<file path="src/ccfd_pkg.sv">
// ----------------------------------------------------------------------------
// ccfd_pkg: shared types and constants of the can command frame dispatcher
// Beat layouts, queue entry layout, frame classes, outcome and register codes.
// ----------------------------------------------------------------------------
`default_nettype none

package ccfd_pkg;

  // sizes
  localparam int QUEUE_DEPTH = 16;
  localparam int WHEEL_COUNT = 4;
  localparam int QPTR_W      = (QUEUE_DEPTH > 1) ? $clog2(QUEUE_DEPTH) : 1;
  localparam int QCNT_W      = $clog2(QUEUE_DEPTH + 1);
  localparam int ID_W        = 11;
  localparam int CFG_IDX_W   = 3;
  localparam int CFG_DATA_W  = 11;

  // register indexes
  localparam logic [CFG_IDX_W-1:0] REG_MOTOR_CMD_ID = 3'd0;
  localparam logic [CFG_IDX_W-1:0] REG_ESTOP_ID     = 3'd1;
  localparam logic [CFG_IDX_W-1:0] REG_GAIN_CFG_ID  = 3'd2;
  localparam logic [CFG_IDX_W-1:0] REG_ENGAGE_CODE  = 3'd3;

  // register reset values
  localparam logic [ID_W-1:0] RST_MOTOR_CMD_ID = 11'h101;
  localparam logic [ID_W-1:0] RST_ESTOP_ID     = 11'h102;
  localparam logic [ID_W-1:0] RST_GAIN_CFG_ID  = 11'h103;
  localparam logic [7:0]      RST_ENGAGE_CODE  = 8'd1;

  // frame classes found by the front end
  localparam logic [1:0] CLS_NONE  = 2'd0;
  localparam logic [1:0] CLS_MOTOR = 2'd1;
  localparam logic [1:0] CLS_ESTOP = 2'd2;
  localparam logic [1:0] CLS_GAIN  = 2'd3;

  // result outcome codes
  localparam logic [2:0] OUT_IGNORED    = 3'd0;
  localparam logic [2:0] OUT_TARGETS    = 3'd1;
  localparam logic [2:0] OUT_SUPPRESSED = 3'd2;
  localparam logic [2:0] OUT_ENGAGED    = 3'd3;
  localparam logic [2:0] OUT_RELEASED   = 3'd4;
  localparam logic [2:0] OUT_GAIN_WRITE = 3'd5;
  localparam logic [2:0] OUT_GAIN_REJ   = 3'd6;

  // received frame beat
  typedef struct packed {
    logic [ID_W-1:0] frame_id;
    logic [7:0]      byte0;
    logic [7:0]      byte1;
    logic [7:0]      byte2;
    logic [7:0]      byte3;
    logic [7:0]      byte4;
    logic [7:0]      byte5;
    logic [7:0]      byte6;
    logic [7:0]      byte7;
  } in_beat_t;

  // result beat
  typedef struct packed {
    logic [2:0]         outcome;
    logic signed [15:0] target_a;
    logic signed [15:0] target_b;
    logic signed [15:0] target_c;
    logic signed [15:0] target_d;
    logic [1:0]         gain_motor;
    logic [1:0]         gain_select;
    logic [31:0]        gain_bits;
    logic               estop_latched;
  } out_beat_t;

  // classified frame held in the queue, data[i] is payload byte i
  typedef struct packed {
    logic [1:0]      cls;
    logic            engage;
    logic            gain_ok;
    logic [7:0][7:0] data;
  } q_entry_t;

  // queue status seen by the front and back ends
  typedef struct packed {
    logic full;
    logic empty;
  } q_status_t;

endpackage

`default_nettype wire

</file>
<file path="src/can_command_frame_dispatcher_core.sv">
// ----------------------------------------------------------------------------
// can_command_frame_dispatcher_core: CAN command frame decoder top level
//
// Input channel in_valid/in_stall/in_data carries one received standard-ID
// frame per beat. A front end matches the identifier against the motor,
// estop and gain registers and pushes the classified frame into a 16-entry
// receive queue. A back end pops frames in order, applies the estop latch
// and writes one result beat per frame on out_valid/out_stall/out_data.
// Config writes on cfg_valid/cfg_ready (always ready) with cfg_index and
// cfg_data; indexes past the register list are dropped.
// A frame accepted on the input is written into a queue entry and is then
// popped into the result register. Throughput: one frame per cycle while
// out_stall is low, limited by the single queue read port feeding the result register.
// When out_stall is high with a valid result, the result holds, the back end
// stops popping and the queue fills; in_stall rises once all 16 queue entries are used.
// Reset (synchronous, rst_n low) empties the queue, clears the estop latch
// and loads the identifier registers with their default values.
// ----------------------------------------------------------------------------
`default_nettype none

module can_command_frame_dispatcher_core (
  input  wire                             clk,
  input  wire                             rst_n,
  input  wire                             cfg_valid,
  output logic                            cfg_ready,
  input  wire [ccfd_pkg::CFG_IDX_W-1:0]   cfg_index,
  input  wire [ccfd_pkg::CFG_DATA_W-1:0]  cfg_data,
  input  wire                             in_valid,
  output logic                            in_stall,
  input  ccfd_pkg::in_beat_t              in_data,
  output logic                            out_valid,
  input  wire                             out_stall,
  output ccfd_pkg::out_beat_t             out_data
);

  ccfd_pkg::q_status_t q_status;
  ccfd_pkg::q_entry_t  push_entry;
  ccfd_pkg::q_entry_t  head_entry;
  logic                push;
  logic                pop;

  // classify and push
  ccfd_front u_front (
    .clk        (clk),
    .rst_n      (rst_n),
    .cfg_valid  (cfg_valid),
    .cfg_ready  (cfg_ready),
    .cfg_index  (cfg_index),
    .cfg_data   (cfg_data),
    .in_valid   (in_valid),
    .in_stall   (in_stall),
    .in_data    (in_data),
    .q_status   (q_status),
    .push       (push),
    .push_entry (push_entry)
  );

  // receive queue
  ccfd_queue u_queue (
    .clk        (clk),
    .rst_n      (rst_n),
    .push       (push),
    .push_entry (push_entry),
    .pop        (pop),
    .head_entry (head_entry),
    .q_status   (q_status)
  );

  // execute and register the result
  ccfd_back u_back (
    .clk        (clk),
    .rst_n      (rst_n),
    .head_entry (head_entry),
    .q_status   (q_status),
    .pop        (pop),
    .out_valid  (out_valid),
    .out_stall  (out_stall),
    .out_data   (out_data)
  );

  // engage always leaves the latch set, release always clears it
  a_engage_latched: assert property (@(posedge clk) disable iff (!rst_n)
    out_valid && (out_data.outcome == ccfd_pkg::OUT_ENGAGED) |-> out_data.estop_latched)
    else $error("engage result without latch set");

  a_release_clear: assert property (@(posedge clk) disable iff (!rst_n)
    out_valid && (out_data.outcome == ccfd_pkg::OUT_RELEASED) |-> !out_data.estop_latched)
    else $error("release result with latch set");

  // targets only go out when the latch was clear
  a_targets_unlatched: assert property (@(posedge clk) disable iff (!rst_n)
    out_valid && (out_data.outcome == ccfd_pkg::OUT_TARGETS) |-> !out_data.estop_latched)
    else $error("targets issued while estop latched");

  // a popped frame always produces a result beat next cycle
  a_pop_gives_beat: assert property (@(posedge clk) disable iff (!rst_n)
    pop |=> out_valid)
    else $error("popped frame produced no result");

endmodule

`default_nettype wire

</file>
<file path="src/ccfd_front.sv">
// ----------------------------------------------------------------------------
// ccfd_front: configuration registers and frame classification
// Holds the identifier registers, matches each incoming frame and pushes it.
// ----------------------------------------------------------------------------
`default_nettype none

module ccfd_front (
  input  wire                             clk,
  input  wire                             rst_n,
  input  wire                             cfg_valid,
  output logic                            cfg_ready,
  input  wire [ccfd_pkg::CFG_IDX_W-1:0]   cfg_index,
  input  wire [ccfd_pkg::CFG_DATA_W-1:0]  cfg_data,
  input  wire                             in_valid,
  output logic                            in_stall,
  input  ccfd_pkg::in_beat_t              in_data,
  input  ccfd_pkg::q_status_t             q_status,
  output logic                            push,
  output ccfd_pkg::q_entry_t              push_entry
);

  logic [ccfd_pkg::ID_W-1:0] cmd_id_r;
  logic [ccfd_pkg::ID_W-1:0] estop_id_r;
  logic [ccfd_pkg::ID_W-1:0] gain_id_r;
  logic [7:0]                engage_code_r;

  // config writes are always taken
  assign cfg_ready = 1'b1;

  always_ff @(posedge clk) begin
    if (!rst_n) begin
      cmd_id_r      <= ccfd_pkg::RST_MOTOR_CMD_ID;
      estop_id_r    <= ccfd_pkg::RST_ESTOP_ID;
      gain_id_r     <= ccfd_pkg::RST_GAIN_CFG_ID;
      engage_code_r <= ccfd_pkg::RST_ENGAGE_CODE;
    end else if (cfg_valid) begin
      case (cfg_index)
        ccfd_pkg::REG_MOTOR_CMD_ID: cmd_id_r      <= cfg_data;
        ccfd_pkg::REG_ESTOP_ID:     estop_id_r    <= cfg_data;
        ccfd_pkg::REG_GAIN_CFG_ID:  gain_id_r     <= cfg_data;
        ccfd_pkg::REG_ENGAGE_CODE:  engage_code_r <= cfg_data[7:0];
        default: ;
      endcase
    end
  end

  // back-pressure when the queue is full
  assign in_stall = q_status.full;
  assign push     = in_valid && !q_status.full;

  // classify, motor command wins over estop, estop over gain config
  always_comb begin
    push_entry.cls = ccfd_pkg::CLS_NONE;
    if (in_data.frame_id == cmd_id_r) begin
      push_entry.cls = ccfd_pkg::CLS_MOTOR;
    end else if (in_data.frame_id == estop_id_r) begin
      push_entry.cls = ccfd_pkg::CLS_ESTOP;
    end else if (in_data.frame_id == gain_id_r) begin
      push_entry.cls = ccfd_pkg::CLS_GAIN;
    end
    push_entry.engage  = (in_data.byte0 == engage_code_r);
    push_entry.gain_ok = (in_data.byte0 < 8'(ccfd_pkg::WHEEL_COUNT)) &&
                         (in_data.byte1 < 8'd4);
    push_entry.data[0] = in_data.byte0;
    push_entry.data[1] = in_data.byte1;
    push_entry.data[2] = in_data.byte2;
    push_entry.data[3] = in_data.byte3;
    push_entry.data[4] = in_data.byte4;
    push_entry.data[5] = in_data.byte5;
    push_entry.data[6] = in_data.byte6;
    push_entry.data[7] = in_data.byte7;
  end

endmodule

`default_nettype wire

</file>
<file path="src/ccfd_queue.sv">
// ----------------------------------------------------------------------------
// ccfd_queue: receive queue between front and back ends
// Register-file fifo with one write and one read port, read at the head.
// ----------------------------------------------------------------------------
`default_nettype none

module ccfd_queue (
  input  wire                  clk,
  input  wire                  rst_n,
  input  wire                  push,
  input  ccfd_pkg::q_entry_t   push_entry,
  input  wire                  pop,
  output ccfd_pkg::q_entry_t   head_entry,
  output ccfd_pkg::q_status_t  q_status
);

  ccfd_pkg::q_entry_t               mem_r [ccfd_pkg::QUEUE_DEPTH];
  logic [ccfd_pkg::QPTR_W-1:0]      wr_ptr_r;
  logic [ccfd_pkg::QPTR_W-1:0]      wr_ptr_nxt;
  logic [ccfd_pkg::QPTR_W-1:0]      rd_ptr_r;
  logic [ccfd_pkg::QPTR_W-1:0]      rd_ptr_nxt;
  logic [ccfd_pkg::QCNT_W-1:0]      count_r;
  logic [ccfd_pkg::QCNT_W-1:0]      count_nxt;

  localparam logic [ccfd_pkg::QPTR_W-1:0] PTR_LAST =
    ccfd_pkg::QPTR_W'(ccfd_pkg::QUEUE_DEPTH - 1);
  localparam logic [ccfd_pkg::QCNT_W-1:0] CNT_FULL =
    ccfd_pkg::QCNT_W'(ccfd_pkg::QUEUE_DEPTH);

  // storage, no reset
  always_ff @(posedge clk) begin
    if (push) begin
      mem_r[wr_ptr_r] <= push_entry;
    end
  end

  assign head_entry     = mem_r[rd_ptr_r];
  assign q_status.full  = (count_r == CNT_FULL);
  assign q_status.empty = (count_r == '0);

  // pointer and count update
  always_comb begin
    wr_ptr_nxt = wr_ptr_r;
    rd_ptr_nxt = rd_ptr_r;
    count_nxt  = count_r;
    if (push) begin
      wr_ptr_nxt = (wr_ptr_r == PTR_LAST) ? '0 : wr_ptr_r + 1'b1;
    end
    if (pop) begin
      rd_ptr_nxt = (rd_ptr_r == PTR_LAST) ? '0 : rd_ptr_r + 1'b1;
    end
    if (push && !pop) begin
      count_nxt = count_r + 1'b1;
    end else if (pop && !push) begin
      count_nxt = count_r - 1'b1;
    end
  end

  always_ff @(posedge clk) begin
    if (!rst_n) begin
      wr_ptr_r <= '0;
      rd_ptr_r <= '0;
      count_r  <= '0;
    end else begin
      wr_ptr_r <= wr_ptr_nxt;
      rd_ptr_r <= rd_ptr_nxt;
      count_r  <= count_nxt;
    end
  end

endmodule

`default_nettype wire

</file>
<file path="src/ccfd_back.sv">
// ----------------------------------------------------------------------------
// ccfd_back: frame execution and result register
// Pops classified frames, applies the estop latch and registers the result.
// ----------------------------------------------------------------------------
`default_nettype none

module ccfd_back (
  input  wire                  clk,
  input  wire                  rst_n,
  input  ccfd_pkg::q_entry_t   head_entry,
  input  ccfd_pkg::q_status_t  q_status,
  output logic                 pop,
  output logic                 out_valid,
  input  wire                  out_stall,
  output ccfd_pkg::out_beat_t  out_data
);

  logic                 estop_r;
  logic                 estop_nxt;
  logic                 out_valid_r;
  logic                 out_valid_nxt;
  ccfd_pkg::out_beat_t  out_data_r;
  ccfd_pkg::out_beat_t  res;

  // take a frame when the result register is free or being drained
  assign pop           = !q_status.empty && (!out_valid_r || !out_stall);
  assign out_valid_nxt = pop || (out_valid_r && out_stall);

  // decode the head frame
  always_comb begin
    res       = '0;
    estop_nxt = estop_r;
    case (head_entry.cls)
      ccfd_pkg::CLS_MOTOR: begin
        if (estop_r) begin
          res.outcome = ccfd_pkg::OUT_SUPPRESSED;
        end else begin
          res.outcome  = ccfd_pkg::OUT_TARGETS;
          res.target_a = {head_entry.data[1], head_entry.data[0]};
          res.target_b = {head_entry.data[3], head_entry.data[2]};
          res.target_c = {head_entry.data[5], head_entry.data[4]};
          res.target_d = {head_entry.data[7], head_entry.data[6]};
        end
      end
      ccfd_pkg::CLS_ESTOP: begin
        estop_nxt   = head_entry.engage;
        res.outcome = head_entry.engage ? ccfd_pkg::OUT_ENGAGED : ccfd_pkg::OUT_RELEASED;
      end
      ccfd_pkg::CLS_GAIN: begin
        if (head_entry.gain_ok) begin
          res.outcome     = ccfd_pkg::OUT_GAIN_WRITE;
          res.gain_motor  = head_entry.data[0][1:0];
          res.gain_select = head_entry.data[1][1:0];
          res.gain_bits   = {head_entry.data[5], head_entry.data[4],
                             head_entry.data[3], head_entry.data[2]};
        end else begin
          res.outcome = ccfd_pkg::OUT_GAIN_REJ;
        end
      end
      default: res.outcome = ccfd_pkg::OUT_IGNORED;
    endcase
    res.estop_latched = estop_nxt;
  end

  // latch and valid
  always_ff @(posedge clk) begin
    if (!rst_n) begin
      estop_r     <= 1'b0;
      out_valid_r <= 1'b0;
    end else begin
      out_valid_r <= out_valid_nxt;
      if (pop) begin
        estop_r <= estop_nxt;
      end
    end
  end

  // result payload
  always_ff @(posedge clk) begin
    if (pop) begin
      out_data_r <= res;
    end
  end

  assign out_valid = out_valid_r;
  assign out_data  = out_data_r;

endmodule

`default_nettype wire
</file>
<file path="config.mk">
export PLATFORM = sky130hd
export DESIGN_NAME = can_command_frame_dispatcher_core
export DESIGN_NICKNAME = d
export VERILOG_FILES = /design/src/ccfd_pkg.sv /design/src/can_command_frame_dispatcher_core.sv /design/src/ccfd_front.sv /design/src/ccfd_queue.sv /design/src/ccfd_back.sv
export SDC_FILE = /design/constraint.sdc
export NUM_CORES = 1
export LEC_CHECK = 0
export BUFFER_PORTS_ARGS = -buffer_cell sky130_fd_sc_hd__buf_2
export CAP_MARGIN = 20
export CORE_MARGIN = 1
export CORE_UTILIZATION = 60
export DETAILED_ROUTE_END_ITERATION = 8
export PLACE_DENSITY = 0.78
export SLEW_MARGIN = 20
export SYNTH_ARGS = -nofsm -noshare
export SYNTH_HDL_FRONTEND = slang
export SYNTH_SLANG_ARGS = --single-unit
</file>
<file path="constraint.sdc">
create_clock -name clk -period 14.8 [get_ports clk]
set_clock_uncertainty 0.15 [all_clocks]
set_input_delay 4.44 -clock clk [delete_from_list [all_inputs] [get_ports clk]]
set_output_delay 4.44 -clock clk [all_outputs]
set_load 0.01 [all_outputs]
</file>
---- Yosys cells after proc, flatten, opt, wreduce, memory -nomap -nowiden ----
Memory sizes are Yosys's and may differ from the RTL's. A register that Yosys moved wholly into a read port is not among the register bits.
Index checks and enable logic that the tools add are counted.
storage, ports and cells
  memory bits (writable) .................. 1088
  flip-flop bits (word level) ............. 160
  memories kept ........................... 1
  output and inout port bits .............. 107
memory list
  name           words  width  rd ports  clocked after memory_dff  write ports  line              source
  u_queue.mem_r  16     68     1         1                         1            ccfd_queue.sv:17  ccfd_pkg::q_entry_t mem_r [ccfd_pkg::QUEUE_DEPTH];
operators by class
  bitwise operators ....................... 1
  reductions and logical operators ........ 23
  $add $sub $neg .......................... 4
  $lt $le $gt $ge ......................... 2
  equal/unequal tests ..................... 13
  mux-type cells .......................... 16
operator list
  operator             number
  $eq 11x11->1         3
  $lt 8x3->1 const B   2
  $mux 4               4
  $mux 2               5
  $mux 5               2
  $reduce_and 2->1     5
  $pmux 3 s3           1
  $add 4x1->4 const B  2
  $eq 4x4->1 const B   2
  $eq 8x8->1           1
  $eq 3x2->1 const B   2
  $logic_and 1x1->1    6
  $logic_not 1->1      6
  $add 5x1->5 const B  1
  $eq 5x5->1 const B   1
  $logic_not 5->1      1
  $sub 5x1->5 const B  1
  $eq 2x2->1 const B   2
  $eq 3x1->1 const B   1
  $logic_not 3->1      1
  $mux 1               3
  $mux 3               1
  $eq 2x1->1 const B   1
  $logic_or 1x1->1     2
  other kinds (3)      3

---- Depth between registers and ports, before layout ----
Gate-level depths: netlist of run 1.
  depth after elaboration ................. 7
  gate-level depth with buffers ........... 11
  depth with buffers taken out ............ 11

---- Hierarchy ----
A second synthesis of run 1 with hierarchy kept.
second synthesis, totals
  cells, all modules ...................... 2315
  area total of the unflattened synthesis .. 47946.0 µm²
by module, submodules not included
  module      instances  cells each  area an instance (µm²)
  ccfd_queue  1          1766        41469.8
  ccfd_back   1          232         3948.8
  ccfd_front  1          317         2527.4

---- Worst setup path before layout of run 1 ----
No wires, ideal clock.
  path type ............................... input to register
  from .................................... in in_valid
  to ...................................... mem u_queue.mem_r[3][0] in the netlist's numbering (enable)
  path buffers ............................ 0
  cell stages on the path ................. 3
  required time ........................... 14.073 ns
  path slack .............................. 4.314 ns
  data arrival time ....................... 9.759 ns
  cell sequence ........................... a21boi_1 > nand2_1 > nor3_1
on the way
  word-level cells in the longest chain between the ends .. 3
RTL lines
  what                          line                                     source
  start, declared               can_command_frame_dispatcher_core.sv:28  input wire in_valid,
  $logic_and 1x1->1             ccfd_front.sv:49                         assign push = in_valid && !q_status.full;
  $mux 1                        ccfd_queue.sv:32                         if (push) begin
  $mux 1 (not written as such)  ccfd_queue.sv:33                         mem_r[wr_ptr_r] <= push_entry;
  end, declared                 ccfd_queue.sv:17
Every way passes these cells.

---- Worst setup path after layout of run 1 ----
  from .................................... in in_valid
  to ...................................... mem u_queue.mem_r[7][39] in the netlist's numbering (enable)
on the way
  word-level cells in the longest chain between the ends .. 3
RTL lines
  what                          line                                     source
  $logic_and 1x1->1             ccfd_front.sv:49
  via push                      can_command_frame_dispatcher_core.sv:39  logic push;
  $mux 1                        ccfd_queue.sv:32
  $mux 1 (not written as such)  ccfd_queue.sv:33
The timed path passes the listed nets, and every way through them passes these cells.

==> impl_metrics.yaml, run 1 <==
synthesis:
  synthArstFlopShare: 0
  syn_area_per_cell_um2: 22.7
  syn-instance-count: 2120
  yosysSeqAreaShare: 0.770
  synth_edf_count: 1192
  netlist_area_um2: 48100
  synth_cell_type_count: 46
  synthFlopType: "edfxtp_1"
  synth_seq_cells: 1252
  syn_nets: 2224
  yosysWarnings: 0
route:
  drt_pass1_iterations: 5
  drt-met1-wl_um: 40600
  wl_per_cell_um: 31.4
  viasPerCell: 6.51
  routed_wl_um: 110000
  drtIter0Drc: 2332
  vias: 22900
  highest_layer: "met5"
  drc: 0
  dr_wl_met3_um: 8920
  routed-wl-met2_um: 58000
  ant_nets: 0
placed_design:
  hpwl_um: 55000
  place.gp.congestion: 0.830
  dp_worst_setup_slack_ns: 7.37
  port_buffers: 199
power_and_ir_drop:
  switching_power_mw: 2.66
  p_leak_nw: 17.3
  combPwrFrac: 0.234
  p_clk_frac: 0.318
  p_sw_frac: 0.275
  ir_worst_vdd_mv: 0.138
  powerDensity_nw_per_um2: 179
  total_power_mw: 9.68
  p_seq_frac: 0.448
  p_int_mw: 7.01
clock_tree:
  hold_buffers: 0
  cts_buffers: 117
  cts_root_buf: "clkbuf_16"
  htree_levels: 3
  cts_setup_buffers: 0
  clk_latency_ns: 0.71
  cts.clk_slew.worst_paths_ns: 0.06
  cts_tree: "yes"
  cts_resized: 0
  cts.sinks: 1252
  cts_buffer_depth: 3
timing:
  worstMarginPinSlew_ns: 1.16
  rsz0062_at_grt: "no"
  finalCritPeriodShare: 0.455
  max-slew-margin-rel: 0.224
  clock.fmax_ghz: 0.148
  hold_viol_final: 0
  drv_slew: 0
  period_needed_ns: 6.73
  fin_hold_ws_ns: 0.324
  tns_ns: 0
  setup_ws_ns: 8.07
  finalSetupViolCount: 0
grt:
  grt_overflow: 0
  track_usage: 0.276
  grt_first_pass_wirelength_um: 161000
  antenna_found_initial: 7
  grt_max_degree: 103
  grt_pass1_vias: 23800
cells_and_area:
  areaGrowthSynthToFinish_pct: 12.7
  drive_gt1_frac: 0.333
  mostFrequentLayoutCells: "1192 x edfxtp_1, 329 x mux4_2, 199 x buf_2, 118 x clkbuf_16, 104 x nand2_1"
  final_common_cell: "edfxtp_1"
  nets: 2472
worst_setup_path:
  path_max_fanout: 43
  start_kind: "input port"
  path_class: "in -> reg"
  cp-end-kind: "flip-flop"
  required_ns: 14.95
  arrival_ns: 6.88
floorplan:
  start_util: 0.607
  die_area_um2: 81300
  num_rows: 103
  chipHeight_um: 285
  fp.dieW_um: 285
  core-area_um2: 79100
  io_pins: 201
min_path:
  hold_path_class: "reg -> reg"
flow_run:
  cap_violations: 0
outcome:
  status: "finished clean"
-- kinds of logic (layout without fill, tap and decap cells) --
| family | after synthesis | count (layout) | synth area share |
|---|---|---|---|
| adder cells (fa/ha/maj) | 10 | 10 | 0.00276 |
| AO/OA/AOI/OAI | 61 | 61 | 0.00687 |
| XOR/XNOR | 47 | 47 | 0.00856 |
| flip-flops | 1252 | 1252 | 0.770 |
| buffers and inverters | 113 | 462 | 0.0139 |
| multiplexers | 345 | 345 | 0.160 |
| other | 1 | 4 | 0.0000780 |
| AND/OR/NAND/NOR | 291 | 291 | 0.0380 |
-- area by class of cell --
cell class	count	area [um2]
clock buffer	137	3030
sequential	1252	37000
fill	4641	25000
tap	1050	1310
timing repair buffer	234	1330
inverter	8	30.0
antenna	3	7.51
multi-input combinational	755	10500
clock inverter	83	891
-- Yosys cell counts (9+ instances only) --
| cell type | n | area (um2) |
|---|---|---|
| buf_6 | 13 | 146 |
| dfxtp_1 | 60 | 1200 |
| edfxtp_1 | 1192 | 35800 |
| nor2b_4 | 43 | 592 |
| nor2b_1 | 40 | 250 |
| xor2_1 | 36 | 315 |
| clkbuf_1 | 44 | 165 |
| nand3_1 | 15 | 75.1 |
| nor2_1 | 35 | 131 |
| nor2b_2 | 14 | 123 |
| a21oi_1 | 47 | 235 |
| xnor2_1 | 11 | 96.3 |
| mux4_2 | 329 | 7410 |
| nand2_1 | 104 | 390 |
| buf_2 | 20 | 100 |
| nor4_1 | 10 | 62.6 |
| ha_1 | 9 | 113 |
| buf_4 | 16 | 120 |
-- critical path, cell delays in order --
cell,delay [ns]
buf_2,0.09
a21boi_1,0.16
buf_4,0.21
nand2_1,0.28
nor2_4,0.89
buf_4,0.77
-- flip-flops by register name, summed over array words and instances (netlist names), named ones only --
name                   flops
u_queue.mem_r           1088
u_queue.count_r            5
u_back.out_data          104
u_queue.rd_ptr_r           4
u_front.gain_id_r         11
u_queue.wr_ptr_r           4
u_back.out_valid           1
u_front.engage_code_r      8
u_front.estop_id_r        11
u_back.estop_r             1
u_front.cmd_id_r          11
-- layer usage --
| metal | global-route usage | up-vias |
|---|---|---|
| met5 | 0 | - |
| met4 | 0.0810 | 6 |
| met3 | 0.0506 | 206 |
| met2 | 0.472 | 1424 |
| met1 | 0.367 | 12000 |
| li1 | - | 9251 |
-- final timing paths --
check                                       endpoint  slack, ns  cells past startpoint           startpoint
worst max-delay path            u_queue.mem_r[7][39]       8.07                      6             in_valid
worst min-delay path             u_front.cmd_id_r[7]       0.32                      2  u_front.cmd_id_r[7]
worst max register to register   u_back.out_data[16]       9.65                      7            flip-flop
worst min register to register   u_front.cmd_id_r[7]       0.32                      2  u_front.cmd_id_r[7]
-- power by group through the flow --
stage          registers [mW]  logic (mW)  clock network, mW
2_1_floorplan            4.42        1.64                  0
3_3_place_gp             4.39        2.18                  0
3_5_place_dp             4.40        2.23                  0
4_1_cts                  4.34        2.29               3.10
5_1_grt                  4.36        2.40               3.23
6_report                 4.33        2.27               3.07
-- per-stage QoR --
stage                     utilization  area, um2  cells
after global routing            0.684      54100   3521
after floorplan                     -      48100   2120
after global placement          0.634      50100   3296
final                           0.684      54200   3522
after CTS                       0.684      54100   3517
after detailed placement        0.634      50200   3297
Power figures use the tool's default switching activity.
==> run 2: changes to the inputs <==
==> constraint.sdc (replaced) <==
create_clock -name clk -period 6.9 [get_ports clk]
set_clock_uncertainty 0.15 [all_clocks]
set_input_delay 2.07 -clock clk [delete_from_list [all_inputs] [get_ports clk]]
set_output_delay 2.07 -clock clk [all_outputs]
set_load 0.01 [all_outputs]
==> impl_metrics.yaml, run 2 (same netlist as run 1, synthesis figures left out) <==
outcome:
  status: "finished clean"
grt:
  grt_overflow: 0
  grt_pass1_vias: 23900
  track_usage: 0.260
  grt_first_pass_wirelength_um: 154000
  antenna_found_initial: 10
  grt_max_degree: 153
placed_design:
  hpwl_um: 54900
  place.gp.congestion: 0.817
  dp_worst_setup_slack_ns: 1.65
  port_buffers: 199
route:
  ant_nets: 0
  viasPerCell: 6.38
  drc: 0
  drtIter0Drc: 2375
  routed_wl_um: 103000
  wl_per_cell_um: 29.2
  vias: 22500
  drt_pass1_iterations: 5
clock_tree:
  cts_buffers: 118
  cts_setup_buffers: 0
  cts_root_buf: "clkbuf_16"
  cts.clk_slew.worst_paths_ns: 0.06
  cts_tree: "yes"
  hold_buffers: 0
  htree_levels: 3
  cts_resized: 0
  clk_latency_ns: 0.68
  cts_buffer_depth: 3
  cts.sinks: 1252
min_path:
  whs_path_depth: 2
  hold_path_class: "reg -> reg"
  holdPathEnd: "u_front.estop_id_r[5]"
  hold_start: "u_front.estop_id_r[5]"
timing:
  rsz0062_at_grt: "no"
  finalCritPeriodShare: 0.663
  period_needed_ns: 4.58
  tns_ns: 0
  setup_ws_ns: 2.32
  worstMarginPinSlew_ns: 1.06
  drv_slew: 0
  hold_viol_final: 0
  max-slew-margin-rel: 0.291
  finalSetupViolCount: 0
  clock.fmax_ghz: 0.218
flow_run:
  cap_violations: 0
cells_and_area:
  drive_gt1_frac: 0.336
  areaGrowthSynthToFinish_pct: 12.6
  final_common_cell: "edfxtp_1"
  largest_reg_flops: 1088
  fillers: 4673
  nets: 2479
  regMostFlops: "u_queue.mem_r"
  mostFrequentLayoutCells: "1192 x edfxtp_1, 329 x mux4_2, 199 x buf_2, 121 x clkbuf_16, 104 x nand2_1"
worst_setup_path:
  cp-end-kind: "flip-flop"
  path_class: "in -> reg"
  path_max_fanout: 48
  reg2reg_to: "u_back.out_data[36]"
  r2r_setup_slack_ns: 2.64
  arrival_ns: 4.75
  start_kind: "input port"
  reg2reg_depth: 7
  required_ns: 7.07
floorplan:
  fp.dieW_um: 285
  core-area_um2: 79100
  io_pins: 201
  start_util: 0.607
  num_rows: 103
  chipHeight_um: 285
  die_area_um2: 81300
power_and_ir_drop:
  powerDensity_nw_per_um2: 376
  ir_worst_vdd_mv: 0.283
  p_leak_nw: 17.3
run 2: area by class of cell:
class	instances	area, um2	area share
inverters	8	30.0	0.000555
clock inverters	78	627	0.0116
clock buffers	145	3130	0.0578
repair buffers	240	1440	0.0266
diodes	3	7.51	0.000139
well taps	1050	1310	0.0243
multi-input cells	755	10600	0.195
flip-flops and latches	1252	37000	0.684
run 2: how the worst max path moves through the flow:
| stage | startpoint | endpoint | slack [ns] |
|---|---|---|---|
| after floorplan | out_stall | u_queue.count_r[4] | 0.16 |
| after global placement | in_valid | u_queue.mem_r[15][3] | 1.71 |
| after detailed placement | in_valid | u_queue.mem_r[15][20] | 1.65 |
| after CTS | in_valid | u_queue.mem_r[15][11] | 2.34 |
| after global routing | in_valid | u_queue.mem_r[15][13] | 2.16 |
| final | in_valid | u_queue.mem_r[15][11] | 2.32 |
run 2: metal layers:
| layer | track usage | up-vias | part of all wire |
|---|---|---|---|
| met5 | 0 | - | 0.00047 |
| met4 | 0.0650 | 8 | 0.019 |
| met3 | 0.0371 | 163 | 0.068 |
| met2 | 0.450 | 1056 | 0.53 |
| met1 | 0.352 | 12000 | 0.39 |
| li1 | - | 9277 | - |
run 2: metrics by stage:
stage               power [mW]  instance area (um2)  hold slack [ns]  instances   util
floorplan                 13.0                48100            0.298       2120      -
global placement          14.1                50400            0.304       3305  0.636
detailed placement        14.2                50400            0.312       3305  0.636
CTS                       20.5                54100            0.320       3528  0.684
global route              21.1                54100            0.340       3530  0.684
finish                    20.4                54100            0.319       3531  0.684
run 2: where the power goes:
group	internal [mW]	switching, mW
Clock	3.55	2.75
Combinational	2.33	2.44
Sequential	8.98	0.293
Total	14.9	5.48
run 2: worst max-delay path, stage by stage:
cell,delay [ns]
buf_2,0.08
a21boi_1,0.81
nand2_1,0.51
nor2_4,0.82
buf_12,0.41
==> run 3: changes to the inputs <==
==> constraint.sdc (replaced) <==
create_clock -name clk -period 4.79 [get_ports clk]
set_clock_uncertainty 0.15 [all_clocks]
set_input_delay 1.437 -clock clk [delete_from_list [all_inputs] [get_ports clk]]
set_output_delay 1.437 -clock clk [all_outputs]
set_load 0.01 [all_outputs]
==> impl_metrics.yaml, run 3 (same netlist as run 1, synthesis figures left out) <==
timing:
  fin_hold_ws_ns: 0.320
  rsz0062_at_grt: "no"
  worstMarginPinSlew_ns: 1.00
  finalSetupViolCount: 0
  hold_viol_final: 0
  clock.fmax_ghz: 0.297
  drv_slew: 0
  finalCritPeriodShare: 0.702
  max-slew-margin-rel: 0.333
  period_needed_ns: 3.36
  tns_ns: 0
route:
  routed_wl_um: 107000
  vias: 22800
  drtIter0Drc: 2384
  wl_per_cell_um: 30.3
  drc: 0
  viasPerCell: 6.44
  ant_nets: 0
  drt_pass1_iterations: 7
clock_tree:
  cts_tree: "yes"
  cts_root_buf: "clkbuf_16"
  htree_levels: 3
  clk_latency_ns: 0.68
  cts_buffer_depth: 3
  hold_buffers: 0
  cts.sinks: 1252
  cts_buffers: 118
  cts_resized: 0
  cts.clk_slew.worst_paths_ns: 0.06
  cts_setup_buffers: 0
flow_run:
  cap_violations: 0
placed_design:
  port_buffers: 199
  hpwl_um: 54000
  place.gp.congestion: 0.813
cells_and_area:
  mostFrequentLayoutCells: "1192 x edfxtp_1, 329 x mux4_2, 199 x buf_2, 120 x clkbuf_16, 104 x nand2_1"
  nets: 2493
  regMostFlops: "u_queue.mem_r"
  areaGrowthSynthToFinish_pct: 13.5
  final_common_cell: "edfxtp_1"
  drive_gt1_frac: 0.336
  largest_reg_flops: 1088
floorplan:
  io_pins: 201
  die_area_um2: 81300
  core-area_um2: 79100
  fp.dieW_um: 285
  chipHeight_um: 285
  num_rows: 103
  start_util: 0.607
power_and_ir_drop:
  p_sw_frac: 0.267
  p_leak_nw: 17.4
  ir_worst_vdd_mv: 0.439
  p_int_mw: 21.6
  p_clk_frac: 0.313
  powerDensity_nw_per_um2: 542
  p_seq_frac: 0.449
  switching_power_mw: 7.89
  combPwrFrac: 0.239
worst_setup_path:
  path_cells: "buf_12 > buf_4 > mux4_2 > mux4_2 > nor2b_2"
  path_class: "reg -> reg"
  required_ns: 5.06
  path_buf_inv: 2
  path_max_fanout: 92
  cp_slowest_cell: "buf_12"
  reg2reg_to: "u_back.out_data[58]"
  slowest_delay_ns: 0.57
  r2r_setup_slack_ns: 1.43
  reg2reg_depth: 5
  cp-end-kind: "flip-flop"
  arrival_ns: 3.63
  crit_top_cell: "mux4_2"
  cpLargestDelayFamily: "buffers and inverters"
  start_kind: "flip-flop"
grt:
  grt_overflow: 0
  grt_pass1_vias: 23900
  grt_first_pass_wirelength_um: 157000
  grt_max_degree: 106
  track_usage: 0.269
  antenna_found_initial: 14
min_path:
  holdPathEnd: "u_front.gain_id_r[2]"
  whs_path_depth: 2
  hold_path_class: "reg -> reg"
  hold_start: "u_front.gain_id_r[2]"
outcome:
  status: "finished clean"
==> run 3: cell type report <==
cell class | count | area (um2)
Sequential cell | 1252 | 37000
Clock buffer | 146 | 3120
Tap cell | 1050 | 1310
Multi-Input combinational cell | 755 | 10600
Inverter | 8 | 30.0
Fill cell | 4624 | 24600
Timing Repair Buffer | 254 | 1780
Antenna cell | 7 | 17.5
Clock inverter | 73 | 703
==> run 3: per-layer routing <==
layer  vias to the layer above  part of all wire  global-route usage
li1                       9324                 -                   -
met1                     12000              0.37               0.348
met2                      1265              0.52               0.460
met3                       229             0.079              0.0500
met4                        14             0.031               0.101
met5                         -           0.00076                   0
==> run 3: power by group through the flow <==
stage	Combinational, mW	Clock (mW)	Sequential (mW)
after floorplan	5.08	0	13.6
after global placement	6.84	0	13.5
after detailed placement	7.03	0	13.5
after CTS	7.16	9.36	13.3
after global routing	7.49	9.75	13.3
final	7.05	9.24	13.2
==> run 3: how the worst max path moves through the flow <==
stage	start	end	slack, ns	cells after the start
3_5_place_dp	out_stall	u_back.out_data[34]	0.93	5
5_1_grt	flip-flop	u_back.out_data[58]	1.19	5
6_report	flip-flop	u_back.out_data[58]	1.43	5
3_3_place_gp	out_stall	u_back.out_data[73]	1.01	5
4_1_cts	flip-flop	u_back.out_data[58]	1.26	5
2_1_floorplan	in_valid	u_queue.mem_r[15][0]	-0.87	3
==> run 3: worst register-to-register path, delay by kind of cell, from the launching register on <==
family,cells,cell delay (ns)
buf+inv,2,1.14
mux,2,1.10
flops,1,0.54
simple gates,1,0.18
==> run 3: metrics by stage <==
stage | area (um2) | worst slack, ns | util | instances | power (mW)
finish | 54500 | 1.43 | 0.689 | 3545 | 29.5
global route | 54500 | 1.19 | 0.689 | 3543 | 30.6
CTS | 54500 | 1.26 | 0.689 | 3538 | 29.8
detailed placement | 50700 | 0.929 | 0.641 | 3319 | 20.5
global placement | 50700 | 1.01 | 0.641 | 3319 | 20.3
floorplan | 48100 | -0.870 | - | 2120 | 18.7
